**src/rtl/core/rav_pkg.sv**
```systemverilog
// shared constants, types and operation codes for the rolling record averager
// used by the channel interfaces, the controller, the datapath and the top level
// no dependencies
package rav_pkg;

   localparam int REC_LEN   = 4096;
   localparam int IDX_W     = $clog2(REC_LEN);
   localparam int FILL_W    = IDX_W + 1;
   localparam int SRC_W     = IDX_W + 2;
   localparam int SAMPLE_W  = 64;
   localparam int SHOTS_W   = 48;
   localparam int SHIFT_W   = 13;
   localparam int OP_W      = 3;

   // rescale: product built 16 bits of the multiplier per step, then restoring divide
   localparam int CHUNK_W   = 16;
   localparam int MUL_STEPS = SHOTS_W / CHUNK_W;
   localparam int PP_W      = SAMPLE_W + CHUNK_W;
   localparam int PROD_W    = SAMPLE_W + SHOTS_W;
   localparam int DIV_STEPS = PROD_W;
   localparam int STEP_W    = $clog2(DIV_STEPS);

   typedef logic [OP_W-1:0] op_type;

   localparam op_type OP_ADD_ONE  = 3'd0;
   localparam op_type OP_ADD_REC  = 3'd1;
   localparam op_type OP_SUB_REC  = 3'd2;
   localparam op_type OP_COPY_ONE = 3'd3;
   localparam op_type OP_ROLL     = 3'd4;

   typedef struct packed {
      logic load;
      logic calc;
      logic mul_step;
      logic div_step;
      logic sign;
      logic commit;
   } cmd_type;

   typedef struct packed {
      logic roll;
      logic out_free;
   } sts_type;

endpackage

```
**src/rtl/core/rav_ctrl.sv**
```systemverilog
// controller of the rolling record averager: sequences load, update, rescale, commit
// depends on rav_pkg
module rav_ctrl (
   input  logic             clock,
   input  logic             reset,
   input  logic             in_valid,
   output logic             in_ready,
   input  rav_pkg::sts_type sts,
   output rav_pkg::cmd_type cmd
);
   import rav_pkg::*;

   localparam logic [2:0] S_IDLE   = 3'd0;
   localparam logic [2:0] S_CALC   = 3'd1;
   localparam logic [2:0] S_MUL    = 3'd2;
   localparam logic [2:0] S_DIV    = 3'd3;
   localparam logic [2:0] S_SIGN   = 3'd4;
   localparam logic [2:0] S_COMMIT = 3'd5;

   logic [2:0]        state_ff, state_in;
   logic [STEP_W-1:0] cnt_ff, cnt_in;

   always_comb begin
      state_in = state_ff;
      cnt_in   = cnt_ff;
      cmd      = '0;
      in_ready = 1'b0;
      unique case (state_ff)
         S_IDLE: begin
            in_ready = 1'b1;
            cmd.load = in_valid;
            if (in_valid) state_in = S_CALC;
         end
         S_CALC: begin
            cmd.calc = 1'b1;
            cnt_in   = '0;
            state_in = sts.roll ? S_MUL : S_COMMIT;
         end
         S_MUL: begin
            cmd.mul_step = 1'b1;
            if (cnt_ff == STEP_W'(MUL_STEPS - 1)) begin
               cnt_in   = '0;
               state_in = S_DIV;
            end else begin
               cnt_in = cnt_ff + STEP_W'(1);
            end
         end
         S_DIV: begin
            cmd.div_step = 1'b1;
            cnt_in       = cnt_ff + STEP_W'(1);
            if (cnt_ff == STEP_W'(DIV_STEPS - 1)) state_in = S_SIGN;
         end
         S_SIGN: begin
            cmd.sign = 1'b1;
            state_in = S_COMMIT;
         end
         S_COMMIT: begin
            // hold until the output register can take the result
            cmd.commit = sts.out_free;
            if (sts.out_free) state_in = S_IDLE;
         end
         default: begin
            state_in = S_IDLE;
         end
      endcase
   end

   always_ff @(posedge clock) begin
      if (reset) begin
         state_ff <= S_IDLE;
         cnt_ff   <= '0;
      end else begin
         state_ff <= state_in;
         cnt_ff   <= cnt_in;
      end
   end

endmodule

```
**config.mk**
```make
export PLATFORM = sky130hd
export DESIGN_NAME = rav_ctrl
export DESIGN_NICKNAME = d
export VERILOG_FILES = /design/src/rtl/core/rav_pkg.sv /design/src/rtl/core/rav_ctrl.sv
export SDC_FILE = /design/constraint.sdc
export NUM_CORES = 1
export LEC_CHECK = 0
export ABC_AREA = 1
export ABC_CLOCK_PERIOD_IN_PS = 1500
export CORE_AREA = 2 2 39 41
export DETAILED_ROUTE_END_ITERATION = 12
export DIE_AREA = 0 0 41 43
export DONT_BUFFER_PORTS = 1
export GPL_ROUTABILITY_DRIVEN = 0
export PLACE_DENSITY = 0.68
export SYNTH_ARGS = -nofsm -noshare
export SYNTH_HDL_FRONTEND = slang
export SYNTH_SLANG_ARGS = --single-unit
```
**constraint.sdc**
```tcl
create_clock -name clock -period 1.5 [get_ports clock]
set_input_delay 0.3 -clock clock [delete_from_list [all_inputs] [get_ports clock]]
set_output_delay 0.3 -clock clock [all_outputs]
set_load 0.005 [all_outputs]
```
Yosys cells after proc, flatten, opt, wreduce, memory -nomap -nowiden
Cells that the tools add are included.

Eq/ne operators: 11. Muxes and demuxes: 15. $add $sub $neg: 1. Reduce and logical (&&, ||, !) cells: 3.

Operators by type and width (number): case mux 7 bit (3 select lines) (1); case mux 3 bit (6 select lines) (1); 2-to-1 mux 3 bit (5); inequality test 2 bit, second input constant (4); adder 7 x 1 -> 7 bit, second input constant (1); equality test 7 x 2 -> 1 bit, second input constant (1); equality test 7 bit, second input constant (1); 2-to-1 mux 1 bit (7); 2-to-1 mux 7 bit (1); equality test 3 x 2 -> 1 bit, second input constant (2); equality test 3 bit, second input constant (2); AND reduction 4 bit (1); equality test 3 x 1 -> 1 bit, second input constant (1); logical NOT 3 bit (1); nonzero test 3 bit (1).

Register bits after elaboration: 10. Input bits: 5. Output and inout bits: 7.

Logic depth before layout (Yosys ltp)
Gate-level depths: netlist (run 1).

Depth after elaboration: 3. Depth in mapped cells: 10. Depth with buffers taken out: 10.

Worst setup path before layout (run 1)
OpenSTA, ideal clock, no wires.

Path type: reg-to-reg. From: reg cnt_ff[0]. To: reg state_ff[2]. Clock period less this slack: 1.199 ns. Arrival: 1.135 ns. Path buffers: 0. Cell stages (with the launch flop): 8. Data required time: 1.436 ns. Setup slack: 0.301 ns. Cell sequence: dfxtp_1 -> ha_1 -> nand3_1 -> o21ai_2 -> nand2_2 -> nor2_2 -> nor2_1 -> nor2_1.

Cells in the longest elaborated chain, start to end: 3.

Ends and longest elaborated chain: start: declaration (line rav_ctrl.sv:21) `logic [STEP_W-1:0] cnt_ff, cnt_in;`; start signal: assignment (line rav_ctrl.sv:74) `cnt_ff <= cnt_in;`; equality test 7 bit / equality test 7 x 2 -> 1 bit (equally long branches) (line rav_ctrl.sv:51, rav_ctrl.sv:41); inequality test 2 bit (no source line); AND reduction 4 bit (no source line) *; end signal: assignment (line rav_ctrl.sv:73) `state_ff <= state_in;`; end: declaration (line rav_ctrl.sv:20) `logic [2:0] state_ff, state_in;`.

Mark *: on every way between the ends. The rest lies on a longest branch, timed or not. A chain may end at the register's enable or synchronous reset.

==> summary.md, run 1 <==
| Metric | Value |
|---|---|
| Vias in the first global route | `just over 500` |
| Max Freq | `between 700 and 800 MHz` |
| Maximum clock insertion buffer count | `2` |
| Fin Setup TNS | `0 ns` |
| Yosys top cell by area | `dfxtp_1` |
| RSZ-0062 raised after global routing | `no` |
| Post-CTS setup buffers | `0` |
| Yosys warning total | `0` |
| Critical Path Max Stage Delay | `roughly 0.41 ns` |
| Post-Syn Nets | `107` |
| Initial core utilization | `between 40% and 50%` |
| Die H | `approximately 43 µm` |
| Max cap viols | `0` |
| Hold_ws | `between 0.2 and 0.25 ns` |
| Ys flop type | `dfxtp_1` |
| Xor and xnor area share after synthesis | `~2.6%` |
| Core box area | `between 0.001 and 0.0015 mm²` |
| Detailed-route DRC error count | `0` |
| VDD IR max | `about 630 µV` |
| Fin. Hold Viols | `0` |
| Largest family of logic cells by synthesized area | `simple AND/OR/NAND/NOR gates` |
| Ys async rst share | `0%` |
| Status | `completed` |
| Routed Antenna Nets | `0` |
| Clock Sinks | `10` |
| Measured slew at the worst slew-check pin | `approximately 0.34 ns` |
| Drt initial violations | `10` |
| Worst Setup End Kind | `primary output` |
| Total GRT Usage | `~18%` |
| Post-synthesis mux area share | `0%` |
| Worst skew pair latency | `0.26 ns` |
| Number of placement rows | `14` |
| Fill cell count | `138` |
| Final instance area | `between 700 and 800 µm²` |
| X dimension of the die | `just over 40 µm` |
| Via-to-Cell Ratio | `5.08` |
| Io pins | `12` |
| Count of final setup violators | `0` |
| Crit path required time | `~1.2 ns` |
| Worst path arrival time | `between 1 and 1.5 ns` |
| Initial antenna violation count | `0` |
| Cells after Synth | `100` |
| Worst min-delay path class | `in -> reg` |
| Slew HR | `77.3%` |
| Ratio of cells with drive above 1 in the final layout | `between 20% and 30%` |
| Share of the synthesized area in the top cell type | `between 20% and 30%` |
| Final Skew | `approximately 0.0036 ns` |
| Area Growth Syn to Fin | `8.53%` |
| Critical path type | `reg -> out` |
| DP HPWL | `1.09 mm` |
| Worst path cell trace | `inv_2 -> nor4_1` |
| PD cells | `1850 mW/mm²` |
| Port bufs | `0` |
| TritonCTS clock tree | `yes` |
| Max FO, Critical Path | `7` |
| Main area contributors after synthesis | `dfxtp_1 (30%), nor2_1 (11%), nand2_1 (8.9%)` |
| Leak | `~0.32 nW` |
| Simple-Gate Fraction of Synth Area | `45.5%` |
| N_diodes | `0` |
| Die area | `0.00176 mm²` |
| Nets | `between 100 and 150` |
| Crit path max-delay cell type | `dfxtp_2` |
| Final wirelength | `1.29 mm` |
| H-tree depth | `1` |
| Cell Area, Synth | `674 µm²` |
| Final worst path period need | `1.41 ns` |
| Library cells used by synthesis | `21` |
| Num CTS Buffers | `3` |
| First-pass GRT wire length | `roughly 2.1 mm` |
| Root buffer cell | `clkbuf_4` |
| Syn avg cell area | `between 6 and 7 µm²` |
| Final worst path period share | `approximately 94%` |
| DP Area | `roughly 700 µm²` |
| Drt first pass iters | `4` |
| Final Util | `52.9%` |
| Synth Area in Compound Gates | `10.2%` |
| Overflow after GRT | `0` |
| Post-synthesis adder-cell area fraction | `3.71%` |
| Register bit total from synthesis | `10` |
| CP startpoint kind | `flip-flop` |
| EDFF count, synth | `0` |
| DR vias | `a little over 600` |
| Total chip power | `roughly 1.4 mW` |
| Worst-path clk slew | `roughly 0.060 ns` |
| Largest net degree at the start of global routing | `8` |
| Wire length per cell | `approximately 11 µm` |
| Seq/Total Area, Yosys | `between 20 and 30%` |
| Slew Limit Fails | `0` |
[sequential cells by signal (all words and copies together) (netlist names)]
name / cells
cnt_ff: 7
state_ff: 3
[per-stage QoR]
step	worst slack [ns]	instances
5_1_grt	0.0163	120
4_1_cts	0.0785	120
3_5_place_dp	0.177	117
3_3_place_gp	0.211	117
6_report	0.0853	120
2_1_floorplan	0.301	100
[cells by family after synthesis]
| logic type | count (synthesis) |
|---|---|
| DFF | 10 |
| xor gates and xnor gates | 2 |
| buffers and inverters | 15 |
| AOI/OAI and AO/OA | 11 |
| and+or+nand+nor | 60 |
| adders and majority gates | 2 |
[report_power, final]
part | switching, mW | internal (mW) | leakage, nW
Sequential | 0.0988 | 0.334 | 0.0822
Clock | 0.0849 | 0.0924 | 0.0138
Combinational | 0.486 | 0.259 | 0.222
Total | 0.670 | 0.685 | 0.318
[cell usage after synthesis (2+ instances only)]
cell type  instances
a21oi_1            2
nand2_1           16
inv_1             11
nor2_2             6
nand3_1            8
dfxtp_1           10
inv_2              4
o21ai_0            5
nand2_2            3
o21ai_2            2
nand2_4            2
xor2_1             2
ha_1               2
nor2_1            19
nand4_1            2
[metal layers]
layer	vias up	wire, µm	GRT usage (%)
met4	0	21	8.00
met2	17	592	26.9
met5	-	0	0
met1	262	587	21.2
li1	326	-	-
met3	4	90	6.28
[area by class of cell]
class	instances	area, µm²	area share [%]
sequential	10	203	27.7
multi-input combinational	75	423	57.8
tap	16	20.0	2.74
timing repair buffer	1	7.51	1.03
inverter	15	56.3	7.69
clock buffer	3	22.5	3.08
[critical path, delay by kind of cell (launching register included)]
family	cells	cell delay, ns
AND/OR/NAND/NOR	1	0.32
buffers and inverters	1	0.12
flip-flops	1	0.41
[worst paths after layout]
kind	slack, ns	cells past startpoint	to	startpoint
hold reg to reg	0.52	2	cnt_ff[0]	cnt_ff[0]
hold / removal	0.23	3	state_ff[0]	reset
setup / recovery	0.09	2	cmd[0]	state_ff[2]
setup reg to reg	0.17	7	state_ff[2]	cnt_ff[0]
[cells in the final DEF (no fill, tap or decap), types with 3 or more instances in the layout]
cell type / Yosys / routed
nand2_1: 16 / 16
inv_1: 11 / 11
o21ai_0: 5 / 5
dfxtp_1: 10 / 8
nor2_2: 6 / 6
nor2_1: 19 / 19
inv_2: 4 / 4
clkbuf_4: 0 / 3
nand2_2: 3 / 3
nand3_1: 8 / 8
[what timing repair did]
item / 4_1_cts / 5_1_grt
pin swaps: 0 / 0
hold buffers: 0 / 0
resized for setup: 2 / 1
endpoints found under the setup margin: 1 / 1
(Power assumes the default switching activity.)
==> inputs of run 2 (changes only) <==
==> constraint.sdc (replaced) <==
create_clock -name clock -period 1.5 [get_ports clock]
set_input_delay 0.15 -clock clock [delete_from_list [all_inputs] [get_ports clock]]
set_output_delay 0.15 -clock clock [all_outputs]
set_load 0.005 [all_outputs]
==> run 2 against run 1 <==
Fmax increased by 2.5%. Largest cell class unchanged. Hold slack worse by 0.14 ns. Largest power group unchanged. Sequential power fell by 1%.
==> summary.md, run 2 (synthesized netlist as in run 1, its figures left out) <==
| Metric | Value |
|---|---|
| Hold_ws | `~0.088 ns` |
| Clock Sinks | `10` |
| Number of placement rows | `14` |
| Maximum clock insertion buffer count | `2` |
| Leak | `around 0.32 nW` |
| Count of final setup violators | `0` |
| Fin. Hold Viols | `0` |
| Max Freq | `725 MHz` |
| Wire length per cell | `between 10 and 15 µm` |
| Largest net degree at the start of global routing | `8` |
| Largest reg by FF count | `cnt_ff` |
| Drt first pass iters | `4` |
| Place WS | `0.177 ns` |
| Post-CTS Hold Fix Bufs | `0` |
| Commonest non-fill, non-tap cell in the layout | `nor2_1` |
| First-pass GRT wire length | `around 2.1 mm` |
| Overflow after GRT | `0` |
| Nets | `113` |
| Crit path required time | `between 1 and 1.5 ns` |
| Via-to-Cell Ratio | `roughly 5.1` |
| Initial core utilization | `between 40% and 50%` |
| Final worst path period share | `roughly nine tenths` |
| N_diodes | `0` |
| Worst path arrival time | `between 1 and 1.5 ns` |
| Root buffer cell | `clkbuf_4` |
| Final Skew | `between 0.003 and 0.004 ns` |
| Post-CTS sizing | `0` |
| Measured slew at the worst slew-check pin | `between 0.3 and 0.4 ns` |
| CP startpoint kind | `flip-flop` |
| Die H | `about 43 µm` |
| X dimension of the die | `between 40 and 50 µm` |
| Status | `completed` |
| Worst min-delay path class | `in -> reg` |
| H-tree depth | `1` |
| Slew HR | `77.2%` |
| Max cap viols | `0` |
| Slew Limit Fails | `0` |
| Critical path launch point | `state_ff[2]` |
| RSZ-0062 raised after global routing | `no` |
| Max reg flops | `7` |
| Total GRT Usage | `17.6%` |
| VDD IR max | `about 630 µV` |
| Final worst path period need | `between 1 and 1.5 ns` |
| Worst Setup End Kind | `primary output` |
| Setup WS post-layout | `~0.12 ns` |
| Max FO, Critical Path | `7` |
| DR vias | `between 600 and 700` |
| Final Util | `between 50 and 60%` |
| Fin Setup TNS | `0 ns` |
| Core box area | `~0.0014 mm²` |
| Final wirelength | `about 1.3 mm` |
| Port bufs | `0` |
| Commonest cells after routing, fill and taps aside | `nor2_1 (19), nand2_1 (16), inv_1 (11)` |
| TritonCTS clock tree | `yes` |
| Detailed-route DRC error count | `0` |
| Die area | `roughly 0.0018 mm²` |
| Drt initial violations | `10` |
| Initial antenna violation count | `0` |
| Vias in the first global route | `between 500 and 600` |
| RR Startpoint | `cnt_ff[0]` |
| Num CTS Buffers | `3` |
| Ratio of cells with drive above 1 in the final layout | `23.1%` |
| Critical path type | `reg -> out` |
| Worst-path clk slew | `0.06 ns` |
| Routed Antenna Nets | `0` |
| Area Growth Syn to Fin | `7.42%` |
| Largest registers | `cnt_ff (7), state_ff (3)` |
| Worst skew pair latency | `roughly 0.26 ns` |
| Total chip power | `1.34 mW` |
| Min-delay src | `reset` |
| Post-CTS setup buffers | `0` |
| DP HPWL | `~1.1 mm` |
| Io pins | `12` |
| PD cells | `about 1900 mW/mm²` |
[run 2: cell counts in the layout (fill, tap and decap cells not counted)]
No cell type changed its count.
[run 2: through the flow]
step | cell area, µm² | instances
final | 724 | 120
after global routing | 724 | 120
after CTS | 724 | 120
after detailed placement | 702 | 117
after global placement | 702 | 117
after floorplan | 674 | 100
[run 2: per-layer routing]
layer,wire length [µm],GRT usage (%),part of all wire (%),up-vias
met5,0,0,0,-
met4,21,8.00,1.6,0
met3,91,6.28,7.0,4
met2,591,26.9,46,17
met1,589,21.2,46,262
li1,-,-,-,326
[run 2: worst paths after layout]
path	endpoint	slack, ns	cells after the start
min	state_ff[0]	0.09	3
max reg2reg	state_ff[2]	0.16	7
max	cmd[0]	0.12	2
min reg2reg	cnt_ff[0]	0.52	2
[run 2: report_power, final]
part / total [mW] / leakage [nW] / internal [mW] / switching [mW]
Combinational: 0.740 / 0.221 / 0.257 / 0.483
Sequential: 0.426 / 0.0817 / 0.328 / 0.0977
Clock: 0.177 / 0.0138 / 0.0924 / 0.0849
Total: 1.34 / 0.316 / 0.677 / 0.666
[run 2: worst max-delay path: stages, from the launching register on]
cell and delay [ns]:
dfxtp_1 0.48, inv_2 0.15, nor4_1 0.33
[run 2: final cells by class]
class | count | area, µm²
Fill cell | 141 | 659
Multi-Input combinational cell | 75 | 418
Sequential cell | 10 | 200
Inverter | 15 | 56.3
Clock buffer | 3 | 22.5
Tap cell | 16 | 20.0
Timing Repair Buffer | 1 | 7.51
==> inputs of run 3 (changes only) <==
--- a/config.mk
+++ b/config.mk
@@ -7,12 +7,12 @@
 export LEC_CHECK = 0
 export ABC_AREA = 1
 export ABC_CLOCK_PERIOD_IN_PS = 1500
-export CORE_AREA = 2 2 39 41
+export CORE_MARGIN = 2
+export CORE_UTILIZATION = 45
 export DETAILED_ROUTE_END_ITERATION = 12
-export DIE_AREA = 0 0 41 43
 export DONT_BUFFER_PORTS = 1
 export GPL_ROUTABILITY_DRIVEN = 0
-export PLACE_DENSITY = 0.68
+export PLACE_DENSITY = 0.62
 export SYNTH_ARGS = -nofsm -noshare
 export SYNTH_HDL_FRONTEND = slang
 export SYNTH_SLANG_ARGS = --single-unit
==> run 3 against run 2 <==
Fmax grew 2.7%. Register-to-register slack about the same. Non-clock buffer count is 1 lower. Cell count shrank 1.7%. Utilization is 1.1 points higher. Highest routed layer unchanged. Total power fell by 1.5%. Count of clock-buffer cells in the layout unchanged. Hold slack better by 0.011 ns. Design area decreased by 0.35%.
==> summary.md, run 3 (synthesized netlist as in run 1, its figures left out) <==
| Metric | Value |
|---|---|
| Status | `completed` |
| Largest reg by FF count | `cnt_ff` |
| Area Growth Syn to Fin | `7.05%` |
| Crit path top cell by count | `nor2_1` |
| Crit path max-delay cell type | `dfxtp_1` |
| Max FO, Critical Path | `4` |
| Max cap viols | `0` |
| Gate power share | `a little over half` |
| Final worst path period need | `between 1 and 1.5 ns` |
| Die H | `about 43 µm` |
| Net Sw Power | `roughly 0.67 mW` |
| Total GRT Usage | `17.5%` |
| Measured slew at the worst slew-check pin | `roughly 0.27 ns` |
| Multi-input gate area | `around 420 µm²` |
| Die area | `between 0.0015 and 0.002 mm²` |
| Largest registers | `cnt_ff (7), state_ff (3)` |
| Port bufs | `0` |
| Final Non-Filler Cells | `approximately 120` |
| Worst path arrival time | `between 1.5 and 2 ns` |
| DR vias | `621` |
| Fill cell count | `147` |
| Io pins | `12` |
| Initial core utilization | `between 40% and 50%` |
| Nets | `about 110` |
| Max reg flops | `7` |
| X dimension of the die | `about 43 µm` |
| Net Sw Frac | `roughly half` |
| Worst skew pair latency | `about 0.26 ns` |
| Final Skew | `around 0.00063 ns` |
| Critical Path Max Stage Delay | `between 0.3 and 0.4 ns` |
| P_int | `0.655 mW` |
| Wire length per cell | `11.2 µm` |
| Initial antenna violation count | `0` |
| Worst Setup End Kind | `flip-flop` |
| Crit path required time | `about 1.7 ns` |
| Final instance area | `~720 µm²` |
| Worst-path clk slew | `around 0.06 ns` |
| PD cells | `between 1500 and 2000 mW/mm²` |
| Ratio of cells with drive above 1 in the final layout | `23.3%` |
| Final worst path period share | `89.6%` |
| Core box area | `between 0.001 and 0.0015 mm²` |
| Root buffer cell | `clkbuf_4` |
| Clock Sinks | `10` |
| H-tree depth | `1` |
| Fin. Hold Viols | `0` |
| Commonest non-fill, non-tap cell in the layout | `nor2_1` |
| RSZ-0062 raised after global routing | `no` |
| Max Freq | `744 MHz` |
| First-pass GRT wire length | `around 2.4 mm` |
| Total chip power | `approximately 1.3 mW` |
| Number of placement rows | `13` |
| Overflow after GRT | `0` |
| Leak | `between 0.3 and 0.4 nW` |
| CP startpoint kind | `flip-flop` |
| Worst path cell trace | `ha_1 -> nand3_1 -> o21ai_2 -> nand2_2 -> nor2_2 -> nor2_1 -> nor2_1` |
| Drt first pass iters | `4` |
| Drt initial violations | `20` |
| Num CTS Buffers | `3` |
| Routed Antenna Nets | `0` |
| Largest net degree at the start of global routing | `8` |
| TritonCTS clock tree | `yes` |
| Vias in the first global route | `around 560` |
| Via-to-Cell Ratio | `5.26` |
| Detailed-route DRC error count | `0` |
| Reg power frac | `31.9%` |
| Final wirelength | `1.32 mm` |
| Slew HR | `between 80 and 90%` |
| Commonest cells after routing, fill and taps aside | `nor2_1 (19), nand2_1 (16), inv_1 (11)` |
| Share of total power in the clock network | `a little over an eighth` |
| Count of final setup violators | `0` |
| Maximum clock insertion buffer count | `2` |
| Register area | `roughly 200 µm²` |
| VDD IR max | `about 1100 µV` |
| DP Area | `slightly below 700 µm²` |
| Post-CTS Hold Fix Bufs | `0` |
| N_diodes | `0` |
| Reg2reg setup slack | `about 0.16 ns` |
| DP HPWL | `1.03 mm` |
| Critical path type | `reg -> reg` |
| Slew Limit Fails | `0` |
| Worst min-delay path class | `in -> reg` |
| Placed cells | `roughly 120` |
| Fin Setup TNS | `0 ns` |
## run 3: changes by cell type in the layout (fill, tap and decap cells not counted), sizes merged
| cell | delta |
|---|---|
| buf | -1 |
## run 3: final timing paths
path / to / cells after the start / startpoint
worst min register to register: cnt_ff[0] / 2 / cnt_ff[0]
worst max-delay path: state_ff[2] / 7 / cnt_ff[1]
worst max register to register: state_ff[2] / 7 / cnt_ff[1]
worst min-delay path: state_ff[0] / 3 / reset
## run 3: timing repair
action                                  in CTS  in global routing
gates resized for setup                      0                  1
endpoints found under the setup margin       0                  1
setup buffers                                0                  0
hold endpoints to repair                     0                  0
## run 3: metal layers
metal,global-route usage [%],up-vias,wire [µm]
met1,24.0,269,632
met4,11.3,0,17
met5,0,-,0
met3,5.11,2,100
met2,23.3,25,573
li1,-,325,-
## run 3: through the flow
| stage | hold WS, ns | setup slack [ns] | utilization [%] |
|---|---|---|---|
| CTS | 0.0821 | 0.143 | 53.0 |
| global placement | 0.377 | 0.180 | 51.3 |
| detailed placement | 0.365 | 0.175 | 51.3 |
| floorplan | 0.340 | 0.301 | - |
| global route | 0.120 | 0.00669 | 53.5 |
| finish | 0.0994 | 0.156 | 53.5 |
## run 3: area by class of cell
| cell class | instances | area share (%) |
|---|---|---|
| clock buffer | 3 | 3.12 |
| inverter | 15 | 7.80 |
| sequential | 10 | 27.7 |
| tap | 15 | 2.60 |
| multi-input combinational | 75 | 58.8 |
## run 3: power groups by stage
| stage | clock [mW] | combinational [mW] | sequential [mW] |
|---|---|---|---|
| floorplan | 0 | 0.603 | 0.410 |
| global placement | 0 | 0.715 | 0.423 |
| detailed placement | 0 | 0.713 | 0.426 |
| CTS | 0.187 | 0.718 | 0.421 |
| global route | 0.200 | 0.819 | 0.437 |
| finish | 0.176 | 0.724 | 0.422 |
## run 3: critical path, delay by kind of cell, from the launching register on
family          cells  cell delay, ns
compound gates      1            0.20
fa+ha+maj           1            0.26
flops               1            0.38
simple gates        5            0.45
